$ cat src/rtl/core/cluster_label_table_unit_assert.svh
// Assertion macros shared by the cluster label table RTL.
`ifndef CLUSTER_LABEL_TABLE_UNIT_ASSERT_SVH
`define CLUSTER_LABEL_TABLE_UNIT_ASSERT_SVH

// Condition holds at every clock edge out of reset.
`define CLT_ASSERT_HOLDS(name, cond, msg) \
	name: assert property (@(posedge clk) disable iff (!arst_n) (cond)) else $error(msg);

// Consequence holds in the same cycle as the antecedent.
`define CLT_ASSERT_THEN(name, pre, post, msg) \
	name: assert property (@(posedge clk) disable iff (!arst_n) (pre) |-> (post)) else $error(msg);

// Consequence holds in the cycle after the antecedent.
`define CLT_ASSERT_NEXT(name, pre, post, msg) \
	name: assert property (@(posedge clk) disable iff (!arst_n) (pre) |=> (post)) else $error(msg);

`endif

$ cat src/rtl/core/clt_pkg.sv
// Shared types and constants of the cluster label table.
`default_nettype none

package clt_pkg;

	localparam int MAX_OBJECTS = 64;
	localparam int LABEL_W     = 6;
	localparam int COUNT_W     = 7;
	localparam int CMD_W       = 3;
	localparam int STAT_W      = 3;
	localparam int LRAM_AW     = LABEL_W + 1;

	typedef enum logic [CMD_W-1:0] {
		CMD_WRITE   = 3'd0,
		CMD_REBUILD = 3'd1,
		CMD_MOVE    = 3'd2,
		CMD_PROPOSE = 3'd3,
		CMD_QUERY   = 3'd4
	} cmd_t;

	typedef enum logic [STAT_W-1:0] {
		STAT_OK        = 3'd0,
		STAT_BAD_OBJ   = 3'd1,
		STAT_BAD_LABEL = 3'd2,
		STAT_STALE     = 3'd3,
		STAT_NO_FREE   = 3'd4
	} stat_t;

	typedef struct packed {
		logic [CMD_W-1:0]   command;
		logic [LABEL_W-1:0] object_index;
		logic [LABEL_W-1:0] new_label;
	} req_t;

	typedef struct packed {
		logic [STAT_W-1:0]  status;
		logic [LABEL_W-1:0] object_label;
		logic [LABEL_W-1:0] cluster_slot;
		logic [COUNT_W-1:0] cluster_size;
		logic [COUNT_W-1:0] cluster_total;
		logic [LABEL_W-1:0] fresh_label;
	} rsp_t;

	typedef struct packed {
		logic [LABEL_W-1:0] label;
		logic [COUNT_W-1:0] size;
	} slot_t;

endpackage

`default_nettype wire

$ cat src/rtl/core/clt_ram.sv
// Generic single-write, single-read RAM with registered read data.
`default_nettype none

module clt_ram #(
	parameter int WIDTH = 8,
	parameter int DEPTH = 64
) (
	input  wire logic                     clk,
	input  wire logic                     we,
	input  wire logic [$clog2(DEPTH)-1:0] waddr,
	input  wire logic [WIDTH-1:0]         wdata,
	input  wire logic [$clog2(DEPTH)-1:0] raddr,
	output      logic [WIDTH-1:0]         rdata
);

	logic [WIDTH-1:0] mem_q [DEPTH];

	always_ff @(posedge clk) begin
		if (we) begin
			mem_q[waddr] <= wdata;
		end
		rdata <= mem_q[raddr];
	end

endmodule

`default_nettype wire

$ cat src/rtl/core/cluster_label_table_unit.sv
// Top level of the cluster label table: command sequencer around two RAMs.
`default_nettype none
`include "cluster_label_table_unit_assert.svh"

// Usage
//   req / req_valid / req_ready carries one command beat; rsp / rsp_valid / rsp_ready
//   returns exactly one result beat per command, in order.
//   cfg_we with cfg_wdata sets the object count (0 reads as 1, above 64 as 64) and
//   restores the one-cluster table; write it only while no command is in flight.
// Each command is sequenced around the single read port of each RAM (one read per
// cycle, registered read data, every update a read-modify-write). A rebuild walks
// every object; propose scans the label-in-use flags, plus a rebuild when the table
// is stale. Commands are taken one at a time.
// The label RAM holds object labels in its lower half and the label-to-slot map in
// its upper half; the slot RAM holds label and size per slot. Per-object and
// per-label flags in flip-flops stand for the never-written entries.
// Reset: 64 objects, all labelled 0, one slot; a table set-up state follows reset
// and every configuration write, with req_ready low.
// Stall: a finished result waits in the output register; a new command is still
// accepted, and its own result waits until the held beat is taken.
module cluster_label_table_unit (
	input  wire logic                            clk,
	input  wire logic                            arst_n,
	input  wire logic                            req_valid,
	output      logic                            req_ready,
	input  wire clt_pkg::req_t                   req,
	output      logic                            rsp_valid,
	input  wire logic                            rsp_ready,
	output      clt_pkg::rsp_t                   rsp,
	input  wire logic                            cfg_we,
	input  wire logic [clt_pkg::COUNT_W-1:0]     cfg_wdata
);

	import clt_pkg::*;

	typedef enum logic [4:0] {
		S_INIT, S_IDLE,
		S_RB_START, S_RB_RD, S_RB_LAB, S_RB_MAP, S_RB_SZ, S_RB_END,
		S_OBJ_RD, S_OBJ_DATA,
		S_LK_RD, S_LK_MAP, S_LK_SZ,
		S_MV_NS, S_MV_OS, S_MV_WOBJ, S_MV_APP, S_MV_INC, S_MV_DEC_RD, S_MV_DEC, S_MV_LAST,
		S_PROP_START, S_PROP_SCAN, S_PROP_END,
		S_DONE
	} state_t;

	localparam logic [COUNT_W-1:0]     MAX_CNT      = COUNT_W'(MAX_OBJECTS);
	localparam logic [MAX_OBJECTS-1:0] PRESENT_INIT = MAX_OBJECTS'(1);
	localparam logic [LABEL_W-1:0]     LAST_IDX     = LABEL_W'(MAX_OBJECTS - 1);

	state_t                state_q;
	logic [COUNT_W-1:0]    n_q;
	logic [COUNT_W-1:0]    count_q;
	logic                  current_q;
	logic [MAX_OBJECTS-1:0] ovalid_q;
	logic [MAX_OBJECTS-1:0] present_q;

	logic [CMD_W-1:0]      cmd_q;
	logic [LABEL_W-1:0]    obj_q;
	logic [LABEL_W-1:0]    new_q;
	logic                  obj_ok_q;
	logic                  lab_ok_q;
	logic [LABEL_W-1:0]    lab_q;
	logic [LABEL_W-1:0]    look_q;
	logic [LABEL_W-1:0]    ns_q;
	logic [LABEL_W-1:0]    os_q;
	logic [LABEL_W-1:0]    idx_q;
	logic [LABEL_W-1:0]    top_q;
	logic [LABEL_W-1:0]    gap_q;
	logic                  gap_found_q;

	stat_t                 res_status_q;
	logic [LABEL_W-1:0]    res_label_q;
	logic [LABEL_W-1:0]    res_slot_q;
	logic [COUNT_W-1:0]    res_size_q;
	logic [LABEL_W-1:0]    res_fresh_q;

	rsp_t                  rsp_q;
	logic                  rsp_valid_q;

	// RAM ports
	logic                  lr_we;
	logic [LRAM_AW-1:0]    lr_waddr;
	logic [LABEL_W-1:0]    lr_wdata;
	logic [LRAM_AW-1:0]    lr_raddr;
	logic [LABEL_W-1:0]    lr_rdata;
	logic                  sr_we;
	logic [LABEL_W-1:0]    sr_waddr;
	slot_t                 sr_wdata;
	logic [LABEL_W-1:0]    sr_raddr;
	slot_t                 sr_rdata;
	logic [$bits(slot_t)-1:0] sr_rdata_raw;

	logic [LABEL_W-1:0]    rb_lab;
	logic [LABEL_W-1:0]    cur_lab;
	logic                  rb_last;
	logic                  req_obj_ok;
	logic                  req_lab_ok;
	logic                  dec_zero;
	logic [COUNT_W-1:0]    cfg_n;
	logic [COUNT_W-1:0]    top_inc;
	logic [COUNT_W-1:0]    count_dec;

	clt_ram #(.WIDTH(LABEL_W), .DEPTH(2 * MAX_OBJECTS)) u_label_ram (
		.clk   (clk),
		.we    (lr_we),
		.waddr (lr_waddr),
		.wdata (lr_wdata),
		.raddr (lr_raddr),
		.rdata (lr_rdata)
	);

	clt_ram #(.WIDTH($bits(slot_t)), .DEPTH(MAX_OBJECTS)) u_slot_ram (
		.clk   (clk),
		.we    (sr_we),
		.waddr (sr_waddr),
		.wdata (sr_wdata),
		.raddr (sr_raddr),
		.rdata (sr_rdata_raw)
	);

	assign sr_rdata  = slot_t'(sr_rdata_raw);
	assign req_ready = (state_q == S_IDLE);
	assign rsp_valid = rsp_valid_q;
	assign rsp       = rsp_q;

	// Never-written object entries read as label 0
	assign rb_lab     = ovalid_q[idx_q] ? lr_rdata : '0;
	assign cur_lab    = ovalid_q[obj_q] ? lr_rdata : '0;
	assign rb_last    = ({1'b0, idx_q} + COUNT_W'(1)) >= n_q;
	assign req_obj_ok = {1'b0, req.object_index} < n_q;
	assign req_lab_ok = {1'b0, req.new_label} < n_q;
	assign dec_zero   = (sr_rdata.size == COUNT_W'(1));
	assign top_inc    = {1'b0, top_q} + COUNT_W'(1);
	assign count_dec  = count_q - COUNT_W'(1);
	assign cfg_n      = (cfg_wdata == '0) ? COUNT_W'(1) :
	                    (cfg_wdata > MAX_CNT) ? MAX_CNT : cfg_wdata;

	// RAM addressing per sequencer step
	always_comb begin
		lr_we    = 1'b0;
		lr_waddr = '0;
		lr_wdata = '0;
		lr_raddr = '0;
		sr_we    = 1'b0;
		sr_waddr = '0;
		sr_wdata = '0;
		sr_raddr = '0;
		unique case (state_q)
			S_INIT: begin
				lr_we    = 1'b1;
				lr_waddr = {1'b1, LABEL_W'(0)};
				sr_we    = 1'b1;
				sr_wdata = '{label: '0, size: n_q};
			end
			S_RB_RD: lr_raddr = {1'b0, idx_q};
			S_RB_LAB: begin
				if (present_q[rb_lab]) begin
					lr_raddr = {1'b1, rb_lab};
				end else if (count_q < MAX_CNT) begin
					lr_we    = 1'b1;
					lr_waddr = {1'b1, rb_lab};
					lr_wdata = count_q[LABEL_W-1:0];
					sr_we    = 1'b1;
					sr_waddr = count_q[LABEL_W-1:0];
					sr_wdata = '{label: rb_lab, size: COUNT_W'(1)};
				end
			end
			S_RB_MAP: sr_raddr = lr_rdata;
			S_RB_SZ: begin
				sr_we    = 1'b1;
				sr_waddr = ns_q;
				sr_wdata = '{label: sr_rdata.label, size: sr_rdata.size + COUNT_W'(1)};
			end
			S_OBJ_RD: lr_raddr = {1'b0, obj_q};
			S_OBJ_DATA: begin
				if (cmd_q == CMD_WRITE && lab_ok_q) begin
					lr_we    = 1'b1;
					lr_waddr = {1'b0, obj_q};
					lr_wdata = new_q;
				end
			end
			S_LK_RD: lr_raddr = {1'b1, look_q};
			S_LK_MAP: sr_raddr = lr_rdata;
			S_MV_NS: lr_raddr = {1'b1, new_q};
			S_MV_OS: lr_raddr = {1'b1, lab_q};
			S_MV_WOBJ: begin
				lr_we    = 1'b1;
				lr_waddr = {1'b0, obj_q};
				lr_wdata = new_q;
				sr_raddr = ns_q;
			end
			S_MV_APP: begin
				if (count_q < MAX_CNT) begin
					lr_we    = 1'b1;
					lr_waddr = {1'b1, new_q};
					lr_wdata = count_q[LABEL_W-1:0];
					sr_we    = 1'b1;
					sr_waddr = count_q[LABEL_W-1:0];
					sr_wdata = '{label: new_q, size: COUNT_W'(1)};
				end
			end
			S_MV_INC: begin
				sr_we    = 1'b1;
				sr_waddr = ns_q;
				sr_wdata = '{label: sr_rdata.label, size: sr_rdata.size + COUNT_W'(1)};
			end
			S_MV_DEC_RD: sr_raddr = os_q;
			S_MV_DEC: begin
				if (sr_rdata.size != '0 && !dec_zero) begin
					sr_we    = 1'b1;
					sr_waddr = os_q;
					sr_wdata = '{label: sr_rdata.label, size: sr_rdata.size - COUNT_W'(1)};
				end else begin
					sr_raddr = count_dec[LABEL_W-1:0];
				end
			end
			S_MV_LAST: begin
				// fill the emptied slot with the last one and repoint its label
				sr_we    = 1'b1;
				sr_waddr = os_q;
				sr_wdata = sr_rdata;
				lr_we    = 1'b1;
				lr_waddr = {1'b1, sr_rdata.label};
				lr_wdata = os_q;
			end
			default: ;
		endcase
	end

	// Sequencer, table registers and result register
	always_ff @(posedge clk or negedge arst_n) begin
		if (!arst_n) begin
			state_q      <= S_INIT;
			n_q          <= MAX_CNT;
			count_q      <= COUNT_W'(1);
			current_q    <= 1'b1;
			ovalid_q     <= '0;
			present_q    <= PRESENT_INIT;
			cmd_q        <= '0;
			obj_q        <= '0;
			new_q        <= '0;
			obj_ok_q     <= 1'b0;
			lab_ok_q     <= 1'b0;
			lab_q        <= '0;
			look_q       <= '0;
			ns_q         <= '0;
			os_q         <= '0;
			idx_q        <= '0;
			top_q        <= '0;
			gap_q        <= '0;
			gap_found_q  <= 1'b0;
			res_status_q <= STAT_OK;
			res_label_q  <= '0;
			res_slot_q   <= '0;
			res_size_q   <= '0;
			res_fresh_q  <= '0;
			rsp_q        <= '0;
			rsp_valid_q  <= 1'b0;
		end else begin
			// drop the taken beat unless a new one replaces it this cycle
			if (rsp_valid_q && rsp_ready && state_q != S_DONE) begin
				rsp_valid_q <= 1'b0;
			end
			if (cfg_we) begin
				n_q       <= cfg_n;
				ovalid_q  <= '0;
				present_q <= PRESENT_INIT;
				count_q   <= COUNT_W'(1);
				current_q <= 1'b1;
				state_q   <= S_INIT;
			end else begin
				unique case (state_q)
					S_INIT: state_q <= S_IDLE;
					S_IDLE: begin
						if (req_valid) begin
							cmd_q        <= req.command;
							obj_q        <= req.object_index;
							new_q        <= req.new_label;
							obj_ok_q     <= req_obj_ok;
							lab_ok_q     <= req_lab_ok;
							res_status_q <= STAT_OK;
							res_label_q  <= '0;
							res_slot_q   <= '0;
							res_size_q   <= '0;
							res_fresh_q  <= '0;
							unique case (req.command)
								CMD_WRITE, CMD_MOVE: begin
									if (req_obj_ok) begin
										state_q <= S_OBJ_RD;
									end else begin
										res_status_q <= STAT_BAD_OBJ;
										state_q      <= S_DONE;
									end
								end
								CMD_REBUILD: state_q <= S_RB_START;
								CMD_PROPOSE: state_q <= current_q ? S_PROP_START : S_RB_START;
								CMD_QUERY: begin
									if (!current_q) begin
										state_q <= S_RB_START;
									end else if (req_obj_ok) begin
										state_q <= S_OBJ_RD;
									end else begin
										res_status_q <= STAT_BAD_OBJ;
										state_q      <= S_DONE;
									end
								end
								default: state_q <= S_DONE;
							endcase
						end
					end
					S_RB_START: begin
						present_q <= '0;
						count_q   <= '0;
						idx_q     <= '0;
						state_q   <= S_RB_RD;
					end
					S_RB_RD: state_q <= S_RB_LAB;
					S_RB_LAB: begin
						if (present_q[rb_lab]) begin
							state_q <= S_RB_MAP;
						end else begin
							if (count_q < MAX_CNT) begin
								present_q[rb_lab] <= 1'b1;
								count_q           <= count_q + COUNT_W'(1);
							end
							idx_q   <= idx_q + LABEL_W'(1);
							state_q <= rb_last ? S_RB_END : S_RB_RD;
						end
					end
					S_RB_MAP: begin
						ns_q    <= lr_rdata;
						state_q <= S_RB_SZ;
					end
					S_RB_SZ: begin
						idx_q   <= idx_q + LABEL_W'(1);
						state_q <= rb_last ? S_RB_END : S_RB_RD;
					end
					S_RB_END: begin
						current_q <= 1'b1;
						priority if (cmd_q == CMD_PROPOSE) begin
							state_q <= S_PROP_START;
						end else if (cmd_q == CMD_QUERY && obj_ok_q) begin
							state_q <= S_OBJ_RD;
						end else if (cmd_q == CMD_QUERY) begin
							res_status_q <= STAT_BAD_OBJ;
							state_q      <= S_DONE;
						end else begin
							state_q <= S_DONE;
						end
					end
					S_OBJ_RD: state_q <= S_OBJ_DATA;
					S_OBJ_DATA: begin
						lab_q       <= cur_lab;
						res_label_q <= cur_lab;
						look_q      <= cur_lab;
						priority if (cmd_q == CMD_WRITE) begin
							if (lab_ok_q) begin
								ovalid_q[obj_q] <= 1'b1;
								current_q       <= 1'b0;
								res_label_q     <= new_q;
							end else begin
								res_status_q <= STAT_BAD_LABEL;
							end
							state_q <= S_DONE;
						end else if (cmd_q == CMD_MOVE) begin
							if (!lab_ok_q) begin
								res_status_q <= STAT_BAD_LABEL;
								state_q      <= S_DONE;
							end else if (!current_q) begin
								res_status_q <= STAT_STALE;
								state_q      <= S_DONE;
							end else begin
								res_label_q <= new_q;
								look_q      <= new_q;
								state_q     <= (cur_lab == new_q) ? S_LK_RD : S_MV_NS;
							end
						end else begin
							state_q <= S_LK_RD;
						end
					end
					S_LK_RD: state_q <= S_LK_MAP;
					S_LK_MAP: begin
						if (present_q[look_q]) begin
							res_slot_q <= lr_rdata;
							state_q    <= S_LK_SZ;
						end else begin
							state_q <= S_DONE;
						end
					end
					S_LK_SZ: begin
						res_size_q <= sr_rdata.size;
						state_q    <= S_DONE;
					end
					S_MV_NS: state_q <= S_MV_OS;
					S_MV_OS: begin
						ns_q    <= lr_rdata;
						state_q <= S_MV_WOBJ;
					end
					S_MV_WOBJ: begin
						os_q            <= lr_rdata;
						ovalid_q[obj_q] <= 1'b1;
						state_q         <= present_q[new_q] ? S_MV_INC : S_MV_APP;
					end
					S_MV_APP: begin
						if (count_q < MAX_CNT) begin
							present_q[new_q] <= 1'b1;
							count_q          <= count_q + COUNT_W'(1);
						end
						state_q <= S_MV_DEC_RD;
					end
					S_MV_INC: state_q <= S_MV_DEC_RD;
					S_MV_DEC_RD: state_q <= present_q[lab_q] ? S_MV_DEC : S_LK_RD;
					S_MV_DEC: state_q <= (sr_rdata.size != '0 && dec_zero) ? S_MV_LAST : S_LK_RD;
					S_MV_LAST: begin
						present_q[lab_q] <= 1'b0;
						count_q          <= count_dec;
						state_q          <= S_LK_RD;
					end
					S_PROP_START: begin
						if (count_q >= n_q) begin
							res_status_q <= STAT_NO_FREE;
							state_q      <= S_DONE;
						end else begin
							idx_q       <= '0;
							top_q       <= '0;
							gap_q       <= '0;
							gap_found_q <= 1'b0;
							state_q     <= S_PROP_SCAN;
						end
					end
					S_PROP_SCAN: begin
						// ascending walk: the last used label seen is the largest
						if (present_q[idx_q]) begin
							top_q <= idx_q;
						end else if (!gap_found_q && ({1'b0, idx_q} < n_q)) begin
							gap_q       <= idx_q;
							gap_found_q <= 1'b1;
						end
						idx_q   <= idx_q + LABEL_W'(1);
						state_q <= (idx_q == LAST_IDX) ? S_PROP_END : S_PROP_SCAN;
					end
					S_PROP_END: begin
						priority if (!present_q[0]) begin
							res_fresh_q <= '0;
						end else if (top_inc < n_q) begin
							res_fresh_q <= top_inc[LABEL_W-1:0];
						end else begin
							res_fresh_q <= gap_q;
						end
						state_q <= S_DONE;
					end
					S_DONE: begin
						// hold until the output register is free
						if (!rsp_valid_q || rsp_ready) begin
							rsp_q <= '{status: res_status_q, object_label: res_label_q,
							           cluster_slot: res_slot_q, cluster_size: res_size_q,
							           cluster_total: count_q, fresh_label: res_fresh_q};
							rsp_valid_q <= 1'b1;
							state_q     <= S_IDLE;
						end
					end
					default: state_q <= S_IDLE;
				endcase
			end
		end
	end

	`CLT_ASSERT_THEN(a_count_matches_flags, state_q == S_IDLE, $countones(present_q) == count_q, "slot count disagrees with label flags")
	`CLT_ASSERT_NEXT(a_cfg_restores_table, cfg_we, state_q == S_INIT && count_q == COUNT_W'(1) && present_q == PRESENT_INIT, "configuration did not restore the table")
	`CLT_ASSERT_NEXT(a_accept_leaves_idle, req_valid && req_ready && !cfg_we, state_q != S_IDLE, "accepted command produced no work")
	`CLT_ASSERT_NEXT(a_done_holds_on_stall, state_q == S_DONE && rsp_valid_q && !rsp_ready && !cfg_we, state_q == S_DONE, "result dropped while output stalled")
	`CLT_ASSERT_THEN(a_total_nonzero, rsp_valid_q, rsp_q.cluster_total != '0, "result reports an empty table")

endmodule

`default_nettype wire

$ cat config.mk
export PLATFORM = sky130hd
export DESIGN_NAME = cluster_label_table_unit
export DESIGN_NICKNAME = d
export VERILOG_FILES = /design/src/rtl/core/clt_pkg.sv /design/src/rtl/core/clt_ram.sv /design/src/rtl/core/cluster_label_table_unit.sv
export VERILOG_INCLUDE_DIRS = /design/src /design/src/rtl/core
export SDC_FILE = /design/constraint.sdc
export NUM_CORES = 2
export LEC_CHECK = 0
export BUFFER_PORTS_ARGS = -buffer_cell sky130_fd_sc_hd__buf_4
export CORE_MARGIN = 2
export CORE_UTILIZATION = 49
export DETAILED_ROUTE_END_ITERATION = 8
export PLACE_DENSITY = 0.69
export SKIP_CTS_REPAIR_TIMING = 1
export SLEW_MARGIN = 20
export SYNTH_ARGS = -nofsm -noshare
export SYNTH_HDL_FRONTEND = slang
export SYNTH_SLANG_ARGS = --single-unit
$ cat constraint.sdc
create_clock -name clk -period 7.72 [get_ports clk]
set_input_delay 0.386 -clock clk [delete_from_list [all_inputs] [get_ports clk]]
set_output_delay 0.386 -clock clk [all_outputs]
set_load 0.02 [all_outputs]
==> metrics.yaml <==
area_growth_pct: 11.6
final_area_um2: 93500
crit_required_ns: 8.19
antenna_found_initial: 4
grt_usage_pct: 28.7
synth_seq_cells: 1891
grt_pass1_wl_mm: 376
final_layout_size_suffix_gt1_share_pct: 10.4
drv_slew: 0
wl_met3_mm: 28.0
post-route-period-util_pct: 86.4
async_flop_share_pct: 14.4
status: "complete, but fails checks"
path_buf_inv: 1
cts_made_buffers: 192
drtIter0Drc: 8756
fp.dieH_um: 418
power_density_nw_per_um2: 299
cpMostUsedCell: "nor2_1"
finalSetupViolCount: 0
worst_pin_slew_ns: 1.25
switchingPower_mw: 9.27
worst_ep_arrival_time_ns: 7.15
grt_max_degree: 136
pre_cts_slack_ns: 1.24
fin_util_pct: 55.1
start_kind: "flop"
rsz0062_at_grt: "no"
crit_path_max_fanout: 18
top_layer_used: "met5"
final_cells: 9407
cp_slowest_stage_delay_ns: 0.99
tritoncts: "done"
cts.path.max_buffers: 3
clkPwrFrac_pct: 33.3
violations: "design-rule violations"
clock-root-buffer: "clkbuf_16"
worst_ir_drop_vdd_mv: 0.262
ys_seq_area_share_pct: 65.9
synth_area_leaders: "edfxtp_1 57%, dfrtp_1 8.0%, nand2_1 7.4%, a311oi_1 2.2%, nand3_1 2.1%"
io_buffer_count: 63
place_hpwl_mm: 156
timing.final.ws_setup_ns: 1.05
synth_area_um2: 83800
crit_chain: "inv_1, mux2i_1, a22o_1, or4b_4, a21oi_2, o221ai_2, a2111oi_4, or2_1, or3_1, nor2_1, nor2_1, nand2_1, nor2_1"
synthTopCellsByCount: "1,652 x nand2_1, 1,600 x edfxtp_1, 464 x nor2_1"
dp_cells: 9027
ys_types: 97
drv_cap: 0
cts.sink_count: 1891
wl_met2_mm: 117
fin_skew_ns: 0.0684
synth_edf_count: 1600
postSynthCellCount: 7078
nets: 7099
internal-power_mw: 18.7
synth.avg_cell_area_um2: 11.8
yosysMostFrequentCell: "nand2_1"
path_clk_slew_ns: 0.06
synth_fa_ha_area_share_pct: 0.642
nFillCells: 13900
cp_slowest_cell: "nor2_1"
crit_family: "simple AND/OR/NAND/NOR gates"
min_path_type: "in2async"
synthFlopType: "edfxtp_1"
synth.mux.area_fraction_pct: 3.96
first_global_vias: 57900
synth_top_family_by_area: "simple AND/OR/NAND/NOR gates"
first_pass_iters: 9
switching_share_pct: 33.1
avgViaCountPerCell: 6.45
coreArea_um2: 170000
io_pins: 64
critPathKind: "reg2reg"
p_seq_share_pct: 44.6
htree_num_levels: 4
via_count: 60700
synthesis.nets: 7148
combPwrFrac_pct: 22.1
leakage_nw: 32.8
totalPowerFinal_mw: 28.0
drtAntennaViolNets: 0
dieArea_um2: 174000
slew_headroom_pct: 16.1
synth-simple-area-share_pct: 15.4
synth_compound_area_share_pct: 11.1
start_util_pct: 49.4
period_needed_ns: 6.67
wl_per_cell_um: 27.1
met1_length_mm: 98.9
grt_remaining_overflow: 0
std_cell_rows: 151
drc: 2
synth_xor_area_share_pct: 0.188
clock_latency_ns: 0.88
endpoint_kind: "flop"
finalHoldViolCount: 0
synth_top_area_share_pct: 57.3
place_congestion: 0.992
fmax_mhz: 150
finalSetupTns_ns: 0
ys_warn_count: 0
place_area_um2: 86900
wl_mm: 255
holdWs_ns: 0.00585
dieWidth_um: 418
synth_largest_area_cell: "edfxtp_1"
layer usage:
layer / track usage, % / vias up
met5: 0 / -
met2: 44.4 / 3745
met3: 6.48 / 712
met1: 39.0 / 29900
met4: 12.3 / 2
li1: - / 26300
registers in the layout (all words and copies together) (netlist names), 7 cells and up:
| register | cells |
|---|---|
| present_q | 64 |
| rsp | 35 |
| u_slot_ram.rdata | 13 |
| u_slot_ram.mem_q | 832 |
| n_q | 7 |
| u_label_ram.mem_q | 768 |
| ovalid_q | 64 |
| count_q | 7 |
| res_size_q | 7 |
cells by family after synthesis:
family,Yosys count
AND/OR/NAND/NOR,2981
flip-flops,1891
AO/OA/AOI/OAI,1335
buffers and inverters,559
multiplexers,251
adder cells (fa/ha/maj),43
XOR/XNOR,18
power groups by stage:
stage | clock network [mW] | logic (mW) | registers (mW)
after floorplan | 0 | 3.68 | 12.3
after global placement | 0 | 5.91 | 12.7
after detailed placement | 0 | 5.97 | 12.7
after CTS | 9.39 | 6.00 | 12.5
after global routing | 9.79 | 6.47 | 12.5
final | 9.32 | 6.19 | 12.5
worst register-to-register path: stages (launching register included):
cell	delay (ns)
dfrtp_1	0.77
inv_1	0.45
mux2i_1	0.24
a22o_1	0.29
or4b_4	0.59
a21oi_2	0.16
o221ai_2	0.23
a2111oi_4	0.72
or2_1	0.67
or3_1	0.32
nor2_1	0.15
nor2_1	0.24
nand2_1	0.47
nor2_1	1.00
cell type report:
cell class / count / area [um^2] / area share (%)
Clock inverter: 106 / 1270 / 1.35
Timing Repair Buffer: 269 / 2400 / 2.57
Tap cell: 2218 / 2780 / 2.97
Sequential cell: 1891 / 55200 / 59.1
Multi-Input combinational cell: 4628 / 26600 / 28.4
Antenna cell: 3 / 7.51 / 0.00803
Clock buffer: 245 / 5080 / 5.44
Inverter: 47 / 191 / 0.205
worst paths after layout:
kind / slack (ns) / start / to / cells past startpoint
max: 1.05 / idx_q[2] / u_slot_ram.mem_q[2][0] / 13
min in group clk: 0.02 / cfg_we / n_q[6] / 3
max in group asynchronous: 5.99 / arst_n / present_q[43] / 4
min reg2reg: 0.48 / res_status_q[0] / res_status_q[0] / 2
min: 0.006 / arst_n / rsp[12] / 2
max reg2reg: 1.05 / idx_q[2] / u_slot_ram.mem_q[2][0] / 13
layout by cell type, fill, tap and decap left out, types with 48 or more instances in the layout:
cell type	instances
a21oi_1	282
a211oi_1	69
mux2i_1	117
nand2_1	1648
a22oi_1	74
clkbuf_16	192
dfrtp_1	266
nand2b_1	50
a31oi_1	135
a311oi_1	210
nor2_1	452
a221oi_1	48
and3_1	216
edfxtp_1	1600
nand3_1	359
o21ai_0	196
nor3_1	65
buf_4	219
mux4_2	54
mux2_2	78
Power figures use the tool's default switching activity.
